$ cat src/hw/rtl/tgv_pkg.sv
// Shared constants and types of the triangle grid vertex generator.
package tgv_pkg;
    localparam int COORD_W   = 32;
    localparam int ROW_W     = 6;
    localparam int MAX_ROWS  = 63;
    localparam int NUM_W     = COORD_W + ROW_W + 2;
    localparam int DIV_STEPS = NUM_W;
    localparam int CNT_W     = $clog2(DIV_STEPS);
    localparam int AXES      = 3;

    typedef logic signed [COORD_W-1:0] t_crd;

    typedef struct packed {
        t_crd             corner_a_x;
        t_crd             corner_a_y;
        t_crd             corner_a_z;
        t_crd             corner_b_x;
        t_crd             corner_b_y;
        t_crd             corner_b_z;
        t_crd             corner_c_x;
        t_crd             corner_c_y;
        t_crd             corner_c_z;
        logic [ROW_W-1:0] row_number;
    } t_in_pl;

    typedef struct packed {
        t_crd             vertex_x;
        t_crd             vertex_y;
        t_crd             vertex_z;
        logic [ROW_W-1:0] column_number;
        logic             last_in_row;
    } t_out_pl;

    typedef struct packed {
        logic             load;
        logic             mul;
        logic             div_start;
        logic             div_step;
        logic             out_load;
        logic             acc_step;
        logic [ROW_W-1:0] col;
        logic             last;
    } t_cmd;

    typedef struct packed {
        logic [ROW_W-1:0] row_i;
    } t_sts;
endpackage

$ cat src/hw/rtl/tgv_ctrl.sv
// Sequencer of the triangle grid vertex generator.
module tgv_ctrl import tgv_pkg::*; (
    input  logic i_clk,
    input  logic i_rst_n,
    input  logic i_in_valid,
    output logic o_in_ready,
    output logic o_out_valid,
    input  logic i_out_ready,
    input  t_sts i_sts,
    output t_cmd o_cmd
);
    localparam logic [2:0] S_IDLE = 3'd0;
    localparam logic [2:0] S_MUL  = 3'd1;
    localparam logic [2:0] S_DST  = 3'd2;
    localparam logic [2:0] S_DIV  = 3'd3;
    localparam logic [2:0] S_FIN  = 3'd4;
    localparam logic [2:0] S_OUT  = 3'd5;

    logic [2:0]       r_state, n_state;
    logic [CNT_W-1:0] r_cnt, n_cnt;
    logic [ROW_W-1:0] r_col, n_col;

    always_comb begin
        n_state = r_state;
        n_cnt   = r_cnt;
        n_col   = r_col;
        o_cmd   = '0;
        o_cmd.col  = r_col;
        o_cmd.last = (r_col == i_sts.row_i);
        case (r_state)
            S_IDLE: begin
                if (i_in_valid) begin
                    o_cmd.load = 1'b1;
                    n_col      = '0;
                    n_state    = S_MUL;
                end
            end
            S_MUL: begin
                o_cmd.mul = 1'b1;
                n_state   = S_DST;
            end
            S_DST: begin
                o_cmd.div_start = 1'b1;
                n_cnt           = '0;
                n_state         = S_DIV;
            end
            S_DIV: begin
                o_cmd.div_step = 1'b1;
                n_cnt          = r_cnt + 1'b1;
                if (r_cnt == CNT_W'(DIV_STEPS - 1)) begin
                    n_state = S_FIN;
                end
            end
            S_FIN: begin
                o_cmd.out_load = 1'b1;
                n_state        = S_OUT;
            end
            S_OUT: begin
                if (i_out_ready) begin
                    if (r_col == i_sts.row_i) begin
                        n_state = S_IDLE;
                    end else begin
                        o_cmd.acc_step = 1'b1;
                        n_col          = r_col + 1'b1;
                        n_state        = S_DST;
                    end
                end
            end
            default: n_state = S_IDLE;
        endcase
    end

    assign o_in_ready  = (r_state == S_IDLE);
    assign o_out_valid = (r_state == S_OUT);

    always_ff @(posedge i_clk) begin
        if (!i_rst_n) begin
            r_state <= S_IDLE;
            r_cnt   <= '0;
            r_col   <= '0;
        end else begin
            r_state <= n_state;
            r_cnt   <= n_cnt;
            r_col   <= n_col;
        end
    end
endmodule

$ cat config.mk
export PLATFORM = sky130hd
export DESIGN_NAME = tgv_ctrl
export DESIGN_NICKNAME = d
export VERILOG_FILES = /design/src/hw/rtl/tgv_pkg.sv /design/src/hw/rtl/tgv_ctrl.sv
export SDC_FILE = /design/constraint.sdc
export NUM_CORES = 1
export LEC_CHECK = 0
export BUFFER_PORTS_ARGS = -buffer_cell sky130_fd_sc_hd__buf_4
export CAP_MARGIN = 40
export CORE_UTILIZATION = 44
export DETAILED_ROUTE_END_ITERATION = 8
export GPL_TIMING_DRIVEN = 0
export PLACE_DENSITY = 0.75
export SLEW_MARGIN = 20
export SYNTH_ARGS = -nofsm -noshare
export SYNTH_HDL_FRONTEND = slang
export SYNTH_SLANG_ARGS = --single-unit
$ cat constraint.sdc
create_clock -name i_clk -period 1.95 [get_ports i_clk]
set_input_delay 0.39 -clock i_clk [delete_from_list [all_inputs] [get_ports i_clk]]
set_output_delay 0.39 -clock i_clk [all_outputs]
set_load 0.02 [all_outputs]
==> results.py <==
metrics = {
    "setup_path": {
        "start_kind": "flop",
        "cp-end-kind": "primary output",
        "rr_worst_depth": 5,
        "r2r-start": "r_col[1]",
        "worstSetupPathType": "flop to primary output",
        "rr_endpoint": "r_col[2]",
        "rrSetupSlack_ps": 320,
        "cp_max_fo": 5,
        "arrival_ps": 1430,
        "required_ps": 1560,
    },
    "routing": {
        "antenna_left": 0,
        "vias": 1002,
        "vias_per_cell": 5.60,
        "firstDrtPassIters": 4,
        "drc": 0,
        "avgRoutedWirePerCell_um": 13.0,
        "drt_iter0_drc": 25,
        "routed_wl_um": 2320,
    },
    "clocking": {
        "worstSkewPairLatency_ps": 290,
        "cts_made_buffers": 3,
        "cts_num_sinks": 15,
        "cts_tree": "done",
        "clockBufferDepth": 2,
        "clk_pin_slew_ps": 90,
        "htree_num_levels": 1,
        "postCtsHoldBufs": 0,
        "cts_root_buf": "clkbuf_4",
    },
    "power": {
        "internal_power_uw": 513,
        "power_density_mw_per_mm2": 604,
        "p_switching_uw": 246,
        "pwr-share-comb_pct": 32.9,
        "p_seq_share_pct": 43.3,
        "peakVddDrop_mv": 0.335,
        "fin_total_pwr_uw": 759,
        "clkPwrFrac_pct": 23.8,
        "swShare_pct": 32.4,
        "p_leak_nw": 0.518,
    },
    "grt": {
        "grt_pass1_wl_um": 3950,
        "grt_max_degree": 11,
        "grt_pass1_vias": 899,
        "antenna_found_initial": 0,
        "grt_overflow": 0,
        "grtUsageTotal_pct": 20.5,
    },
    "timing": {
        "hold_violations": 0,
        "slew_headroom_pct": 77.5,
        "rsz0062_at_grt": "no",
        "setup_violations": 0,
        "fin_crit_ps": 1820,
        "fmax_mhz": 549,
        "fin_crit_sh_pct": 93.5,
        "hold_slack_ps": 413,
        "fin_worst_skew_ps": 4.85,
        "worstMarginPinSlew_ps": 335,
        "slew_violations": 0,
        "fin_setup_tns_ps": 0,
    },
    "placement": {
        "hpwl_um": 1740,
        "gp_routability_congestion": 0.898,
        "io_buffers": 23,
    },
    "synthesis": {
        "synth_warnings": 0,
        "synthesis.instances": 122,
        "ys_ff_latch": 15,
        "async_flop_share_pct": 0,
        "synth.cell_area_um2": 990,
        "synth_top_cell_by_area": "dfxtp_1",
        "postSynthAreaPerCell_um2": 8.11,
        "yosysTopAreaCellShare_pct": 30.3,
        "ys_types": 42,
        "synth_enable_flop_cells": 0,
        "ys_seq_area_share_pct": 30.3,
        "synth_area_leaders": "dfxtp_1 (30%), nor2_1 (6.1%), xnor2_1 (5.3%)",
        "synth_flop_cell": "dfxtp_1",
        "syn-num-nets": 134,
    },
    "finish": {
        "antenna_cells": 0,
        "final_util_pct": 61.5,
        "most-common-layout-cells": "buf_4 (26), nor2_1 (16), dfxtp_1 (11)",
        "layout_commonest_cell": "buf_4",
        "areaGrowthSynthToFinish_pct": 26.9,
        "regArea_um2": 305,
        "multiInputGateArea_um2": 633,
        "final_nets": 165,
        "fillCellCount": 196,
        "drive_above_1_share_pct": 30.9,
    },
    "floorplan": {
        "io_pins": 25,
        "start_util_pct": 48.5,
        "core_mm2": 0.00204,
        "dieHeight_um": 49.4,
        "row_count": 16,
        "die_area_mm2": 0.00244,
        "die_w_um": 49.4,
    },
    "flow_run": {
        "drv_cap": 0,
    },
    "worst_hold_path": {
        "hold_depth": 2,
        "holdPathEnd": "r_state[0]",
        "hold_start": "i_rst_n",
        "hold_class": "primary input to flop",
    },
    "run_status": {
        "status": "finished, final reports clean",
    },
}
routing by layer:
layer	vias up	routed length (um)	track usage, %	share of wire [%]
met5	-	0	0	0
met4	0	14	5.71	0.60
met3	2	122	4.98	5.3
met2	31	1140	33.6	49
met1	460	1040	26.7	45
li1	509	-	-	-
how the worst max path moves through the flow:
stage | start | endpoint | slack [ps] | cells past startpoint
after CTS | r_col[3] | o_cmd[7] | 7 | 5
after global routing | r_col[1] | o_cmd[7] | 30 | 5
after floorplan | r_col[3] | o_cmd[7] | 130 | 4
after detailed placement | i_sts[1] | o_cmd[7] | 190 | 6
after global placement | i_sts[1] | o_cmd[7] | 210 | 6
final | r_col[1] | o_cmd[7] | 130 | 5
sequential cells by signal, indices dropped and copies added (netlist names):
| register | count |
|---|---|
| r_cnt | 6 |
| r_state | 3 |
| r_col | 6 |
synth_stat cells, types with 2 or more instances:
cell type / count
nand2b_1: 2
nand3b_1: 3
nor2_1: 16
buf_6: 2
a21oi_1: 9
clkbuf_1: 2
o21ai_0: 6
nand2_1: 11
nand3_1: 5
o211a_1: 2
xnor2_1: 6
nor3_1: 5
ha_1: 2
a21o_1: 2
inv_1: 2
o21a_1: 2
o211ai_1: 6
dfxtp_1: 15
power by group through the flow:
stage               clock, mW  sequential (mW)  combinational, mW
finish                  0.181            0.328              0.250
global route            0.206            0.330              0.274
CTS                     0.186            0.328              0.245
detailed placement          0            0.335              0.243
global placement            0            0.335              0.238
floorplan                   0            0.333              0.170
per-stage QoR:
stage | setup slack, ps | instances | instance area [um^2]
global placement | 212 | 172 | 1200
detailed placement | 194 | 172 | 1200
global route | 34.6 | 179 | 1260
floorplan | 133 | 122 | 990
finish | 128 | 179 | 1260
CTS | 7.14 | 176 | 1220
cells by family (layout without fill, tap and decap cells):
group,after synthesis,after routing,synth area share (%)
compound gates,35,35,24.3
fa+ha+maj,2,2,2.53
simple gates,53,53,29.0
xor+xnor,7,7,6.95
mux,1,1,1.01
flops,15,15,30.3
buf+inv,9,39,5.94
what timing repair did:
action,in CTS,in global routing
pin swaps,0,1
buffers inserted,0,3
setup endpoints to repair,2,3
resized for setup,2,6
layout make-up:
type,count,area share (%)
Buffer,5,3.78
Clock buffer,4,2.09
Inverter,4,1.20
Multi-Input combinational cell,98,50.4
Sequential cell,15,24.3
Tap cell,27,2.69
Timing Repair Buffer,26,15.5
critical path: stages (launching register included):
cell and delay, ps:
dfxtp_1 360, xnor2_1 240, nand4_2 170, nor2_1 160, nor2_1 60, buf_4 150
Note: power is estimated with default switching activity, not from simulation.
