File: src/hw/rtl/tgv_pkg.sv
// Shared constants and types of the triangle grid vertex generator.
package tgv_pkg;
    localparam int COORD_W   = 32;
    localparam int ROW_W     = 6;
    localparam int MAX_ROWS  = 63;
    localparam int NUM_W     = COORD_W + ROW_W + 2;
    localparam int DIV_STEPS = NUM_W;
    localparam int CNT_W     = $clog2(DIV_STEPS);
    localparam int AXES      = 3;

    typedef logic signed [COORD_W-1:0] t_crd;

    typedef struct packed {
        t_crd             corner_a_x;
        t_crd             corner_a_y;
        t_crd             corner_a_z;
        t_crd             corner_b_x;
        t_crd             corner_b_y;
        t_crd             corner_b_z;
        t_crd             corner_c_x;
        t_crd             corner_c_y;
        t_crd             corner_c_z;
        logic [ROW_W-1:0] row_number;
    } t_in_pl;

    typedef struct packed {
        t_crd             vertex_x;
        t_crd             vertex_y;
        t_crd             vertex_z;
        logic [ROW_W-1:0] column_number;
        logic             last_in_row;
    } t_out_pl;

    typedef struct packed {
        logic             load;
        logic             mul;
        logic             div_start;
        logic             div_step;
        logic             out_load;
        logic             acc_step;
        logic [ROW_W-1:0] col;
        logic             last;
    } t_cmd;

    typedef struct packed {
        logic [ROW_W-1:0] row_i;
    } t_sts;
endpackage

File: src/hw/rtl/tgv_dp.sv
// Datapath of the triangle grid vertex generator: setup, serial dividers, output register.
module tgv_dp import tgv_pkg::*; (
    input  logic             i_clk,
    input  logic             i_rst_n,
    input  logic             i_cfg_we,
    input  logic [ROW_W-1:0] i_cfg_data,
    input  t_in_pl           i_in,
    input  t_cmd             i_cmd,
    output t_sts             o_sts,
    output t_out_pl          o_out
);
    logic [ROW_W-1:0]        r_row_count;
    logic [ROW_W-1:0]        r_i, r_n;
    logic [ROW_W-1:0]        w_n_eff;
    t_crd                    w_a [AXES];
    t_crd                    w_b [AXES];
    t_crd                    w_c [AXES];
    t_crd                    r_a [AXES];
    logic signed [COORD_W:0] r_d [AXES];
    logic signed [COORD_W:0] r_e [AXES];
    logic signed [NUM_W-1:0] r_acc [AXES];
    logic [NUM_W-1:0]        r_div [AXES];
    logic [ROW_W-1:0]        r_rem [AXES];
    logic                    r_neg [AXES];
    logic [ROW_W:0]          w_t [AXES];
    logic                    w_ge [AXES];
    logic [NUM_W-1:0]        w_qs [AXES];
    t_crd                    w_v [AXES];
    t_out_pl                 r_out;

    assign w_a[0] = i_in.corner_a_x;
    assign w_a[1] = i_in.corner_a_y;
    assign w_a[2] = i_in.corner_a_z;
    assign w_b[0] = i_in.corner_b_x;
    assign w_b[1] = i_in.corner_b_y;
    assign w_b[2] = i_in.corner_b_z;
    assign w_c[0] = i_in.corner_c_x;
    assign w_c[1] = i_in.corner_c_y;
    assign w_c[2] = i_in.corner_c_z;

    assign w_n_eff = (r_row_count == '0) ? ROW_W'(1) : r_row_count;

    always_comb begin
        for (int k = 0; k < AXES; k++) begin
            w_t[k]  = {r_rem[k], r_div[k][NUM_W-1]};
            w_ge[k] = (w_t[k] >= {1'b0, r_n});
            w_qs[k] = r_neg[k] ? (~r_div[k] + NUM_W'(r_rem[k] == '0)) : r_div[k];
            w_v[k]  = r_a[k] + t_crd'(w_qs[k][COORD_W-1:0]);
        end
    end

    always_ff @(posedge i_clk) begin
        if (!i_rst_n) begin
            r_row_count <= ROW_W'(8);
        end else if (i_cfg_we) begin
            r_row_count <= i_cfg_data;
        end
    end

    always_ff @(posedge i_clk) begin
        if (i_cmd.load) begin
            r_n <= w_n_eff;
            r_i <= (i_in.row_number > w_n_eff) ? w_n_eff : i_in.row_number;
        end
        for (int k = 0; k < AXES; k++) begin
            if (i_cmd.load) begin
                r_a[k] <= w_a[k];
                r_d[k] <= (COORD_W+1)'(w_b[k]) - (COORD_W+1)'(w_a[k]);
                r_e[k] <= (COORD_W+1)'(w_c[k]) - (COORD_W+1)'(w_b[k]);
            end
            if (i_cmd.mul) begin
                r_acc[k] <= NUM_W'(r_d[k]) * NUM_W'($signed({1'b0, r_i}));
            end else if (i_cmd.acc_step) begin
                r_acc[k] <= r_acc[k] + NUM_W'(r_e[k]);
            end
            if (i_cmd.div_start) begin
                r_neg[k] <= r_acc[k][NUM_W-1];
                r_div[k] <= r_acc[k][NUM_W-1] ? NUM_W'(-r_acc[k]) : NUM_W'(r_acc[k]);
                r_rem[k] <= '0;
            end else if (i_cmd.div_step) begin
                r_rem[k] <= w_ge[k] ? ROW_W'(w_t[k] - {1'b0, r_n}) : w_t[k][ROW_W-1:0];
                r_div[k] <= {r_div[k][NUM_W-2:0], w_ge[k]};
            end
        end
        if (i_cmd.out_load) begin
            r_out.vertex_x      <= w_v[0];
            r_out.vertex_y      <= w_v[1];
            r_out.vertex_z      <= w_v[2];
            r_out.column_number <= i_cmd.col;
            r_out.last_in_row   <= i_cmd.last;
        end
    end

    assign o_sts.row_i = r_i;
    assign o_out       = r_out;
endmodule
File: config.mk
export PLATFORM = sky130hd
export DESIGN_NAME = tgv_dp
export DESIGN_NICKNAME = d
export VERILOG_FILES = /design/src/hw/rtl/tgv_pkg.sv /design/src/hw/rtl/tgv_dp.sv
export SDC_FILE = /design/constraint.sdc
export NUM_CORES = 2
export LEC_CHECK = 0
export BUFFER_PORTS_ARGS = -buffer_cell sky130_fd_sc_hd__buf_2
export CAP_MARGIN = 20
export CORE_MARGIN = 1
export CORE_UTILIZATION = 33
export CTS_BUF_LIST = sky130_fd_sc_hd__clkbuf_8 sky130_fd_sc_hd__clkbuf_16
export DETAILED_ROUTE_END_ITERATION = 16
export RECOVER_POWER = 50
export SLEW_MARGIN = 20
export SYNTH_ARGS = -nofsm -noshare
export SYNTH_HDL_FRONTEND = slang
export SYNTH_SLANG_ARGS = --single-unit
File: constraint.sdc
create_clock -name i_clk -period 5.9 [get_ports i_clk]
set_clock_uncertainty 0.05 [all_clocks]
set_input_delay 1.18 -clock i_clk [delete_from_list [all_inputs] [get_ports i_clk]]
set_output_delay 1.18 -clock i_clk [all_outputs]
set_load 0.01 [all_outputs]
==> summary.md <==
| Metric | Value |
|---|---|
| Max cap viols | `11` |
| First-pass GRT wire length | `between 200000 and 300000 um` |
| Async set or reset register ratio after synthesis | `0%` |
| Slowest cell delay on critical path | `0.55 ns` |
| DP Wirelength | `147000 um` |
| Arr. time, crit path | `between 6 and 7 ns` |
| Unique masters post-synth | `90` |
| Initial core utilization | `33.2%` |
| Row cnt | `167` |
| Via count | `54000` |
| Ports | `425` |
| NumNets Final | `between 9000 and 10000` |
| Gr ovfl total | `0` |
| Cts bufs inserted | `just under 90` |
| Min Clock Period, post-route | `6.00 ns` |
| Failing checks | `capacitance limit, slew limit, setup timing` |
| Net load switching power | `0.0209 W` |
| Design Power | `0.0460 W` |
| Outcome | `finished, violations left` |
| Avg WL per Cell | `17.5 um` |
| Switching power share of the total | `45.4%` |
| Syn Inst Count | `7255` |
| Post-synth EDFFs | `670` |
| Cell leakage power | `35.1 nW` |
| DRC viols | `0` |
| Total GRT Usage | `17.5%` |
| CTS tree | `done` |
| CP required | `6.32 ns` |
| Crit Path Category | `register to register` |
| Worst setup EP type | `register` |
| PD cells | `586 nW/um^2` |
| TritonRoute pass-1 iters | `6` |
| Worst Tran Pin Value | `just over 4 ns` |
| Clock Tree Root | `clkbuf_16` |
| RSZ-0062 raised after global routing | `true` |
| Initial antenna violation count | `9` |
| Max IR drop VDD | `0.320 mV` |
| Clk buf depth | `3` |
| Yosys reg bits | `676` |
| Drt total wl | `185000 um` |
| Pre-CTS setup slack | `-0.248 ns` |
| Remaining antenna violation count | `0` |
| Final setup fails | `6` |
| Cell family with most CP delay | `adder cells` |
| Internal | `about 0.025 W` |
| Worst Path Max Fanout | `10` |
| Slew Limit Headroom | `-177%` |
| Clock share of power | `11.9%` |
| Yosys warnings | `0` |
| CTS Hold Buffers Added | `0` |
| Crit path cell chain | `buf_6 > buf_4 > and2_1 > fa_1 > fa_1 > fa_1 > inv_1 > fa_1 > inv_1 > ha_1 > nand2_1 > a2bb2oi_1 > o211ai_1 > or4_4 > a211o_1 > a41oi_2 > buf_4 > o21bai_1 > a21o_1 > a21oi_2 > xor2_1 > mux2i_1` |
| Power share of the combinational group | `between 60% and 70%` |
| Critical Path Most Common Cell | `fa_1` |
| Crit path buffers/inverters | `5` |
| Synthesized area | `68600 um^2` |
| Clk pin slew, worst setup/hold paths | `~0.060 ns` |
| Syn Nets | `8666` |
| Die X | `458 um` |
| Register area share after synthesis | `29.5%` |
| Pin count of the biggest net entering global routing | `approximately 100` |
| Layout Utilization | `a little under two fifths` |
| Die H | `458 um` |
| Max Fclk | `0.167 GHz` |
| PortBufs | `between 400 and 500` |
| Syn_area_per_cell | `9.46 um^2` |
| Setup ws final | `-0.100 ns` |
| Clk sinks | `676` |
| Area grow syn2layout | `14.4%` |
| Final Max Tran Viols | `between 500 and 600` |
| Core Region | `207000 um^2` |
| Latest clock arrival within the worst-skew pair | `0.75 ns` |
| DRT iter0 DRCs | `3060` |
| Critical-path top delay cell | `fa_1` |
| Filler cell count | `20600` |
| Final period utilization | `102%` |
| Layout cells sized above 1 | `between 10% and 20%` |
| Final hold vios | `0` |
| GPL Wtd Cong | `0.901` |
| CP Launch Type | `register` |
| H-tree depth | `3` |
| Via density | `5.10` |
| Die area | `roughly 210000 um^2` |
| Vias in the first global route | `54500` |
| Worst hold path class | `register to register` |
| Flop pwr share | `21.0%` |
| Post-synth top flop | `edfxtp_1` |
## cells by family after synthesis
| logic type | share of synthesized area (%) |
|---|---|
| fa+ha+maj | 24.6 |
| mux | 0.443 |
| flops | 29.5 |
| simple gates | 15.2 |
| compound gates | 16.6 |
| buf+inv | 5.39 |
| xor+xnor | 8.36 |
## routing by layer
layer	vias to the layer above	global-route usage, %	share of wire (%)
met5	-	0	0.014
met4	4	5.43	2.7
met3	238	2.02	4.0
met2	1128	29.7	48
met1	26200	23.1	45
li1	26500	-	-
## sequential cells by signal, summed over array words and instances (netlist names)
register and flops:
r_div 120, r_acc 120, r_n 6, r_rem 18, o_out 103, o_sts 6
r_row_count 6, r_neg 3, r_d 99, r_e 99, r_a 96
## cell usage after synthesis, drive strengths merged, types with 90 or more instances
cell | number | share of area (%)
inv | 793 | 4.3
a21oi | 454 | 3.3
and2 | 513 | 4.7
nand3 | 90 | 0.66
nand2 | 567 | 3.1
xnor2 | 395 | 5.0
a21o | 266 | 2.9
o21ai | 497 | 3.6
edfxtp | 670 | 29
fa | 420 | 12
ha | 675 | 12
nor2 | 342 | 1.9
nor2b | 100 | 0.91
clkbuf | 177 | 0.97
xor2 | 260 | 3.3
## area by class of cell
cell class	instances	area (um^2)	area share [%]
repair buffers	654	3830	4.88
diodes	4	10.0	0.0128
clock buffers	87	2180	2.77
well taps	2704	3380	4.31
multi-input cells	5596	45200	57.6
flip-flops and latches	676	20200	25.8
clock inverters	72	702	0.894
inverters	793	2980	3.79
## stage by stage
stage               std cells  instance area [um^2]  TNS (ns)  hold WS [ns]
finish                  10600                 78500    -0.218         0.477
global route            10600                 78500    -13.43         0.502
CTS                     10600                 78300    -0.242         0.482
detailed placement      10400                 75300     -2.57         0.468
global placement        10400                 75300     -1.18         0.461
floorplan                7255                 68700   -0.0251         0.428
## path summary, 6_finish.rpt
path | start | endpoint | slack, ns | cells after the start
worst min register to register | r_div[2][34] | r_div[2][35] | 0.48 | 2
worst min-delay path | r_div[2][34] | r_div[2][35] | 0.48 | 2
worst max register to register | o_sts[3] | r_acc[1][32] | -0.10 | 22
worst max-delay path | o_sts[3] | r_acc[1][32] | -0.10 | 22
## cells in the final DEF (no fill, tap or decap), types with 49 or more instances in the layout
cell / netlist / layout
nand2b_1: 76 / 73
nor3_1: 65 / 63
nor2b_1: 100 / 97
nor2_1: 342 / 337
o21bai_1: 63 / 63
a31oi_1: 54 / 54
o31ai_1: 80 / 77
a21oi_1: 454 / 432
xor2_1: 260 / 259
clkbuf_16: 0 / 87
fa_1: 420 / 419
xnor2_1: 395 / 393
a21o_1: 266 / 266
nand4_1: 49 / 49
nand3_1: 90 / 90
o21a_1: 78 / 77
o21ai_0: 466 / 453
buf_4: 0 / 204
buf_2: 5 / 319
inv_1: 792 / 806
nand2_1: 567 / 566
clkbuf_1: 177 / 110
ha_1: 675 / 663
and2_1: 513 / 509
edfxtp_1: 670 / 670
## power by group through the flow
stage	Combinational, W	Sequential (W)	Clock [W]
final	0.0309	0.00964	0.00548
after global routing	0.0348	0.00984	0.00579
after CTS	0.0303	0.00960	0.00564
after detailed placement	0.0298	0.00966	0
after global placement	0.0295	0.00965	0
after floorplan	0.0219	0.00934	0
## worst reg2reg max path: cells and delay by family, from the launching register on
kind,cells,cell delay [ns]
compound gates,7,1.36
xor+xnor,1,0.16
fa+ha+maj,5,2.39
buf+inv,5,0.56
flops,1,0.43
mux,1,0.09
simple gates,3,0.70
## what timing repair did
item / 4_1_cts / 5_1_grt
pin swaps: 13 / 28
setup buffers: 6 / 5
hold endpoints to repair: 0 / 0
gates resized for setup: 35 / 77
endpoints found under the setup margin: 25 / 50
(Power assumes the default switching activity.)
